<file path="src/hdl/numeric_literal_parser_macros.svh">
// Assertion macros for the numeric literal parser.
`ifndef NUMERIC_LITERAL_PARSER_MACROS_SVH
`define NUMERIC_LITERAL_PARSER_MACROS_SVH

// Same-cycle implication, sampled on clk, off during rst.
`define NLP_ASSERT_SAME(lbl, ante, cons, msg) \
  lbl: assert property (@(posedge clk) disable iff (rst) (ante) |-> (cons)) else $error(msg);

// Next-cycle implication, sampled on clk, off during rst.
`define NLP_ASSERT_NEXT(lbl, ante, cons, msg) \
  lbl: assert property (@(posedge clk) disable iff (rst) (ante) |=> (cons)) else $error(msg);

`endif

</file>
<file path="src/hdl/nlp_pkg.sv">
// Package: widths, character codes, result kinds and digit decode for the literal parser.
package nlp_pkg;

  localparam int VALUE_WIDTH = 32;
  localparam int OUT_WIDTH   = 32;

  localparam logic [7:0] CH_0     = 8'h30;
  localparam logic [7:0] CH_1     = 8'h31;
  localparam logic [7:0] CH_9     = 8'h39;
  localparam logic [7:0] CH_LC_A  = 8'h61;
  localparam logic [7:0] CH_LC_F  = 8'h66;
  localparam logic [7:0] CH_UC_A  = 8'h41;
  localparam logic [7:0] CH_UC_F  = 8'h46;
  localparam logic [7:0] CH_LC_X  = 8'h78;
  localparam logic [7:0] CH_UC_X  = 8'h58;
  localparam logic [7:0] CH_LC_B  = 8'h62;
  localparam logic [7:0] CH_UC_B  = 8'h42;
  localparam logic [7:0] CH_MINUS = 8'h2D;
  localparam logic [7:0] CH_PLUS  = 8'h2B;
  localparam logic [7:0] HEX_LETTER_BASE = 8'd10;

  localparam logic [1:0] KIND_NONE = 2'd0;
  localparam logic [1:0] KIND_DEC  = 2'd1;
  localparam logic [1:0] KIND_HEX  = 2'd2;
  localparam logic [1:0] KIND_BIN  = 2'd3;

  localparam logic [1:0] IDX_FIRST  = 2'd0;
  localparam logic [1:0] IDX_SECOND = 2'd1;
  localparam logic [1:0] IDX_BODY   = 2'd2;

  typedef struct packed {
    logic       ok;
    logic [3:0] digit;
  } hex_digit_t;

  function automatic hex_digit_t hex_decode(input logic [7:0] c);
    hex_digit_t r;
    logic [7:0] d;
    r = '0;
    d = '0;
    if (c >= CH_0 && c <= CH_9) begin
      d = c - CH_0;
      r.ok = 1'b1;
    end else if (c >= CH_LC_A && c <= CH_LC_F) begin
      d = c - CH_LC_A + HEX_LETTER_BASE;
      r.ok = 1'b1;
    end else if (c >= CH_UC_A && c <= CH_UC_F) begin
      d = c - CH_UC_A + HEX_LETTER_BASE;
      r.ok = 1'b1;
    end
    r.digit = d[3:0];
    return r;
  endfunction

endpackage

</file>
<file path="src/hdl/numeric_literal_parser.sv">
// Numeric literal parser: classifies a token as decimal, hex or binary and returns its value.
//
// Characters of a token arrive one per transfer, the last one flagged by last_char. A new
// character is taken every cycle unless a result waits in the output register while its
// receiver stalls; the input then stalls until that result is taken. The result (value and
// kind) appears in the output register in the cycle after the transfer of the last character.
// One character per cycle is set by the single update of the three running accumulators and
// their match flags. Kind 0 means no match and then value is 0; 1 decimal (optional sign),
// 2 hex (0x/0X prefix), 3 binary (0b/0B prefix). Values wrap modulo 2^VALUE_WIDTH.
`include "numeric_literal_parser_macros.svh"

module numeric_literal_parser
  import nlp_pkg::*;
(
  input  logic                        clk,
  input  logic                        rst,
  input  logic                        in_valid,
  output logic                        in_stall,
  input  logic [7:0]                  char_code,
  input  logic                        last_char,
  output logic                        out_valid,
  input  logic                        out_stall,
  output logic signed [OUT_WIDTH-1:0] value,
  output logic [1:0]                  kind
);

  logic [1:0]             char_index, char_index_next;
  logic                   negative_sign, negative_sign_next;
  logic                   dec_still_ok, dec_still_ok_next;
  logic                   hex_still_ok, hex_still_ok_next;
  logic                   bin_still_ok, bin_still_ok_next;
  logic [VALUE_WIDTH-1:0] dec_accum, dec_accum_next;
  logic [VALUE_WIDTH-1:0] hex_accum, hex_accum_next;
  logic [VALUE_WIDTH-1:0] bin_accum, bin_accum_next;

  logic                          accept;
  logic                          is_dec;
  logic [3:0]                    dec_digit;
  hex_digit_t                    hex_dig;
  logic                          prefix_ok;
  logic signed [VALUE_WIDTH-1:0] result_sel;
  logic [1:0]                    kind_sel;

  assign in_stall = out_valid & out_stall;
  assign accept   = in_valid & ~in_stall;

  always_comb begin
    is_dec    = (char_code >= CH_0) && (char_code <= CH_9);
    dec_digit = char_code[3:0];
    hex_dig   = hex_decode(char_code);

    negative_sign_next = negative_sign;
    dec_still_ok_next  = dec_still_ok;
    hex_still_ok_next  = hex_still_ok;
    bin_still_ok_next  = bin_still_ok;
    dec_accum_next     = dec_accum;
    hex_accum_next     = hex_accum;
    bin_accum_next     = bin_accum;

    priority if (char_index == IDX_FIRST &&
                 (char_code == CH_PLUS || char_code == CH_MINUS)) begin
      negative_sign_next = (char_code == CH_MINUS);
    end else if (is_dec) begin
      dec_accum_next = (dec_accum << 3) + (dec_accum << 1) +
                       VALUE_WIDTH'(dec_digit);
    end else begin
      dec_still_ok_next = 1'b0;
    end

    priority if (char_index == IDX_FIRST) begin
      if (char_code != CH_0) begin
        hex_still_ok_next = 1'b0;
        bin_still_ok_next = 1'b0;
      end
    end else if (char_index == IDX_SECOND) begin
      if (char_code != CH_LC_X && char_code != CH_UC_X) hex_still_ok_next = 1'b0;
      if (char_code != CH_LC_B && char_code != CH_UC_B) bin_still_ok_next = 1'b0;
    end else begin
      if (hex_dig.ok) hex_accum_next = (hex_accum << 4) + VALUE_WIDTH'(hex_dig.digit);
      else            hex_still_ok_next = 1'b0;
      if (char_code == CH_0 || char_code == CH_1) begin
        bin_accum_next = (bin_accum << 1) + VALUE_WIDTH'(char_code[0]);
      end else begin
        bin_still_ok_next = 1'b0;
      end
    end

    char_index_next = (char_index == IDX_BODY) ? IDX_BODY : char_index + 2'd1;

    prefix_ok = (char_index == IDX_BODY);
    priority if (dec_still_ok_next) begin
      kind_sel   = KIND_DEC;
      result_sel = negative_sign_next ? -dec_accum_next : dec_accum_next;
    end else if (hex_still_ok_next && prefix_ok) begin
      kind_sel   = KIND_HEX;
      result_sel = hex_accum_next;
    end else if (bin_still_ok_next && prefix_ok) begin
      kind_sel   = KIND_BIN;
      result_sel = bin_accum_next;
    end else begin
      kind_sel   = KIND_NONE;
      result_sel = '0;
    end
  end

  always_ff @(posedge clk) begin
    if (rst || (accept && last_char)) begin
      char_index    <= IDX_FIRST;
      negative_sign <= 1'b0;
      dec_still_ok  <= 1'b1;
      hex_still_ok  <= 1'b1;
      bin_still_ok  <= 1'b1;
      dec_accum     <= '0;
      hex_accum     <= '0;
      bin_accum     <= '0;
    end else if (accept) begin
      char_index    <= char_index_next;
      negative_sign <= negative_sign_next;
      dec_still_ok  <= dec_still_ok_next;
      hex_still_ok  <= hex_still_ok_next;
      bin_still_ok  <= bin_still_ok_next;
      dec_accum     <= dec_accum_next;
      hex_accum     <= hex_accum_next;
      bin_accum     <= bin_accum_next;
    end
  end

  always_ff @(posedge clk) begin
    if (rst) begin
      out_valid <= 1'b0;
    end else if (accept && last_char) begin
      out_valid <= 1'b1;
    end else if (!out_stall) begin
      out_valid <= 1'b0;
    end
  end

  always_ff @(posedge clk) begin
    if (accept && last_char) begin
      value <= OUT_WIDTH'(result_sel);
      kind  <= kind_sel;
    end
  end

  `NLP_ASSERT_SAME(a_stall_only_when_full, in_stall, out_valid, "input stalled with empty output")
  `NLP_ASSERT_NEXT(a_last_gives_result, accept && last_char, out_valid, "result missing after last")
  `NLP_ASSERT_NEXT(a_last_restarts, accept && last_char, char_index == IDX_FIRST, "no restart")
  `NLP_ASSERT_SAME(a_none_is_zero, out_valid && kind == KIND_NONE, value == '0, "value not zero")

endmodule

</file>
<file path="config.mk">
export PLATFORM = sky130hd
export DESIGN_NAME = numeric_literal_parser
export DESIGN_NICKNAME = d
export VERILOG_FILES = /design/src/hdl/nlp_pkg.sv /design/src/hdl/numeric_literal_parser.sv
export VERILOG_INCLUDE_DIRS = /design/src /design/src/hdl
export SDC_FILE = /design/constraint.sdc
export NUM_CORES = 1
export LEC_CHECK = 0
export ABC_AREA = 1
export BUFFER_PORTS_ARGS = -buffer_cell sky130_fd_sc_hd__buf_2
export CAP_MARGIN = 20
export CELL_PAD_IN_SITES_DETAIL_PLACEMENT = 0
export CELL_PAD_IN_SITES_GLOBAL_PLACEMENT = 1
export CORE_MARGIN = 2
export CORE_UTILIZATION = 35
export CTS_BUF_LIST = sky130_fd_sc_hd__clkbuf_2
export CTS_CLUSTER_SIZE = 30
export DETAILED_ROUTE_END_ITERATION = 8
export PLACE_DENSITY = 0.65
export SYNTH_ARGS = -nofsm -noshare
export SYNTH_HDL_FRONTEND = slang
export SYNTH_SLANG_ARGS = --single-unit
export TNS_END_PERCENT = 100
</file>
<file path="constraint.sdc">
create_clock -name clk -period 2.8 [get_ports clk]
set_input_delay 0 -clock clk [delete_from_list [all_inputs] [get_ports clk]]
set_output_delay 0 -clock clk [all_outputs]
set_load 0.01 [all_outputs]
</file>
==> impl_metrics.py <==
metrics = {
    "placed_design": {
        "port_buffers": 48,
        "dpl-instance-area_sq_um": 12400,
        "dp_hpwl_mm": 24.5,
        "globalplace.congestion": 0.883,
    },
    "logic_synthesis": {
        "yosys_most_used_dff": "dfxtp_1",
        "synth_nets": 1751,
        "yosysWarnings": 0,
        "synth_top_cell_area_share": 0.195,
        "ys_seq_area_frac": 0.292,
        "syn_inst": 1670,
        "synth_most_common_cell": "nand2_1",
        "avgSynthCellArea_sq_um": 6.32,
        "synthDistinctLibCells": 43,
        "synthTopCellsByArea": "dfxtp_1 20%, nand2_1 19%, inv_1 10%",
        "synth_area_sq_um": 10600,
        "synth_edf_count": 34,
        "yosys-top-cells-count": "530 x nand2_1, 288 x inv_1, 133 x o21ai_0",
        "ys_ff_latch": 137,
        "synth_largest_area_cell": "dfxtp_1",
        "synthArstFlopShare": 0,
    },
    "cts": {
        "clockBufferDepth": 2,
        "cts_made_buffers": 17,
        "insertion_delay_ns": 0.74,
        "clk_pin_slew_ns": 0.21,
        "htree_levels": 4,
        "cts_sinks": 137,
        "root_buffer": "clkbuf_2",
        "cts_tree": "built",
    },
    "setup_path": {
        "crit_required_ns": 3.33,
        "end_kind": "flip-flop",
        "crit_arrival_ns": 3.72,
        "rrSetupSlack_ns": -0.39,
        "r2r_start": "dec_accum[6]",
        "critPathLaunchType": "flip-flop",
        "r2r_end": "value[27]",
        "critPathKind": "flip-flop to flip-flop",
        "reg2reg_depth": 22,
        "cp_max_fo": 5,
    },
    "status": {
        "status": "finished with violations",
        "violations": "negative setup slack",
    },
    "detailed_routing": {
        "vias": 11005,
        "firstDrtPassIters": 5,
        "drt-initial-drc-count": 631,
        "ant_nets": 0,
        "drc_errors": 0,
        "post_drt_wl_per_cell_um": 14.7,
        "drt_wl_total_mm": 33.6,
        "via_per_inst": 4.81,
    },
    "timing": {
        "finalHoldViolations": 0,
        "fin_ws_ns": -0.392,
        "finalCritPeriodShare": 1.14,
        "maxClockFrequency_mhz": 313,
        "grt_setup_unrepaired": "yes",
        "setup_viol": 26,
        "maxSlewViolCount": 0,
        "slew_headroom": 0.443,
        "skew_ns": 0.0302,
        "finalCriticalPeriod_ns": 3.19,
        "tightest_slew_ns": 0.833,
    },
    "floorplanning": {
        "rows": 63,
        "core-area_sq_um": 29600,
        "fp.dieH_um": 178,
        "start_util": 0.356,
        "fp.dieW_um": 178,
        "io_pins": 49,
        "dieArea_sq_um": 31600,
    },
    "hold_path": {
        "worstHoldEndpoint": "dec_accum[0]",
        "hp-start": "char_code[4]",
        "hold_depth": 9,
        "hold_class": "primary input to flip-flop",
    },
    "grt": {
        "antenna_found_initial": 2,
        "grt_max_degree": 76,
        "grt.total_usage": 0.216,
        "grt-ovfl-total": 0,
        "grt_pass1_vias": 10545,
        "grt_pass1_wl_mm": 54.0,
    },
    "finish": {
        "utilization": 0.473,
        "fillCellCount": 3210,
        "areaGrowthSynthToFinish_pct": 32.8,
        "layout.nets": 1966,
        "final_area_sq_um": 14000,
        "drive_gt1_frac": 0.261,
    },
    "power": {
        "power.leakage_uw": 0.00753,
        "power_density_nw_per_um2": 368,
        "ir_worst_vdd_v": 0.000263,
    },
    "job": {
        "cap_viol_max_count": 0,
    },
}
## what timing repair did
action	CTS	global route
hold buffers	24	0
hold endpoints to repair	67	0
pin swaps	19	51
cloned	1	0
gates resized for setup	60	185
endpoints found under the setup margin	32	43
setup buffers	10	14
## per-stage QoR
stage / total power, uW / std cells / setup TNS (ns) / worst slack [ns] / hold WS [ns]
2_1_floorplan: 3040 / 1670 / -0.589 / -0.0844 / 0.125
3_3_place_gp: 3540 / 2213 / -8.91 / -0.517 / 0.302
3_5_place_dp: 3550 / 2213 / -9.29 / -0.532 / 0.303
4_1_cts: 5050 / 2279 / -7.62 / -0.426 / 0.0358
5_1_grt: 5490 / 2290 / -12.29 / -0.610 / 0.0405
6_report: 5160 / 2290 / -7.21 / -0.392 / 0.0852
## power breakdown
group | total, uW | switching [uW] | internal [uW] | leakage (uW)
clock network | 1400 | 811 | 592 | 0.000165
logic | 1540 | 855 | 685 | 0.00617
registers | 2220 | 83.8 | 2140 | 0.00119
## kinds of logic after synthesis
group / count (synthesis) / synth area share
simple gates: 771 / 0.301
buf+inv: 357 / 0.131
compound gates: 293 / 0.155
flops: 137 / 0.292
fa+ha+maj: 68 / 0.0820
mux: 26 / 0.0247
xor+xnor: 18 / 0.0149
## layout by cell type (no fill, tap or decap), types with 12 or more instances in the layout
cell,count
a21oi_1,71
a21oi_2,14
buf_2,48
buf_4,172
clkbuf_2,17
dfxtp_1,78
dfxtp_2,16
dlygate4sd3_1,23
edfxtp_1,34
ha_1,49
ha_4,15
inv_1,279
mux2i_1,26
nand2_1,472
nand2_2,61
nand3_1,62
nand3_2,21
nand4_1,13
nor2_1,76
nor2_2,20
nor2_4,14
o211ai_1,47
o21ai_0,113
o21ai_2,15
xor2_1,12
## critical path: stages, from the launching register on
cell and delay [ns]:
dfxtp_2 0.40, ha_1 0.30, ha_1 0.38, nand2_1 0.09, nand2_1 0.10, buf_4 0.15, inv_1 0.04, nand2_1 0.05
nand2_1 0.13, buf_4 0.14, nand4_1 0.10, nand3_2 0.10, nand2_2 0.08, nor2_1 0.08, nand2_1 0.09, nor2_4 0.15
nand4_1 0.18, nand2_2 0.16, nand2_1 0.06, nand2_1 0.05, nand2_1 0.04, nand2_1 0.06, nand2_1 0.05
## state kept, by name (all words and copies together), names as in the netlist
signal,flops
kind,2
hex_still_ok,1
negative_sign,1
char_index,2
dec_still_ok,1
dec_accum,32
bin_accum,32
value,32
hex_accum,32
bin_still_ok,1
out_valid,1
## routing by layer
layer  up-vias  routed length, um  track usage
met1      5040              15700        0.281
met5         -                  0            0
li1       5775                  -            -
met2       156              16300        0.380
met4         0                606       0.0499
met3        34                972       0.0268
## worst max-delay path by stage
stage           endpoint    startpoint  cells after the start
3_3_place_gp   value[27]  dec_accum[0]                     22
6_report       value[27]  dec_accum[6]                     22
5_1_grt        value[27]  dec_accum[0]                     20
3_5_place_dp   value[27]  dec_accum[2]                     22
4_1_cts        value[27]  dec_accum[0]                     22
2_1_floorplan  value[24]  dec_accum[0]                     24
## area by class of cell
cell class,instances,area (sq um),area share
tap,390,488,0.0348
antenna,2,5.00,0.000357
clock inverter,15,195,0.0139
clock buffer,17,85.1,0.00607
timing repair buffer,261,2040,0.146
multi-input combinational,1177,6970,0.497
sequential,137,3140,0.224
inverter,291,1100,0.0782
(Power assumes the default switching activity.)
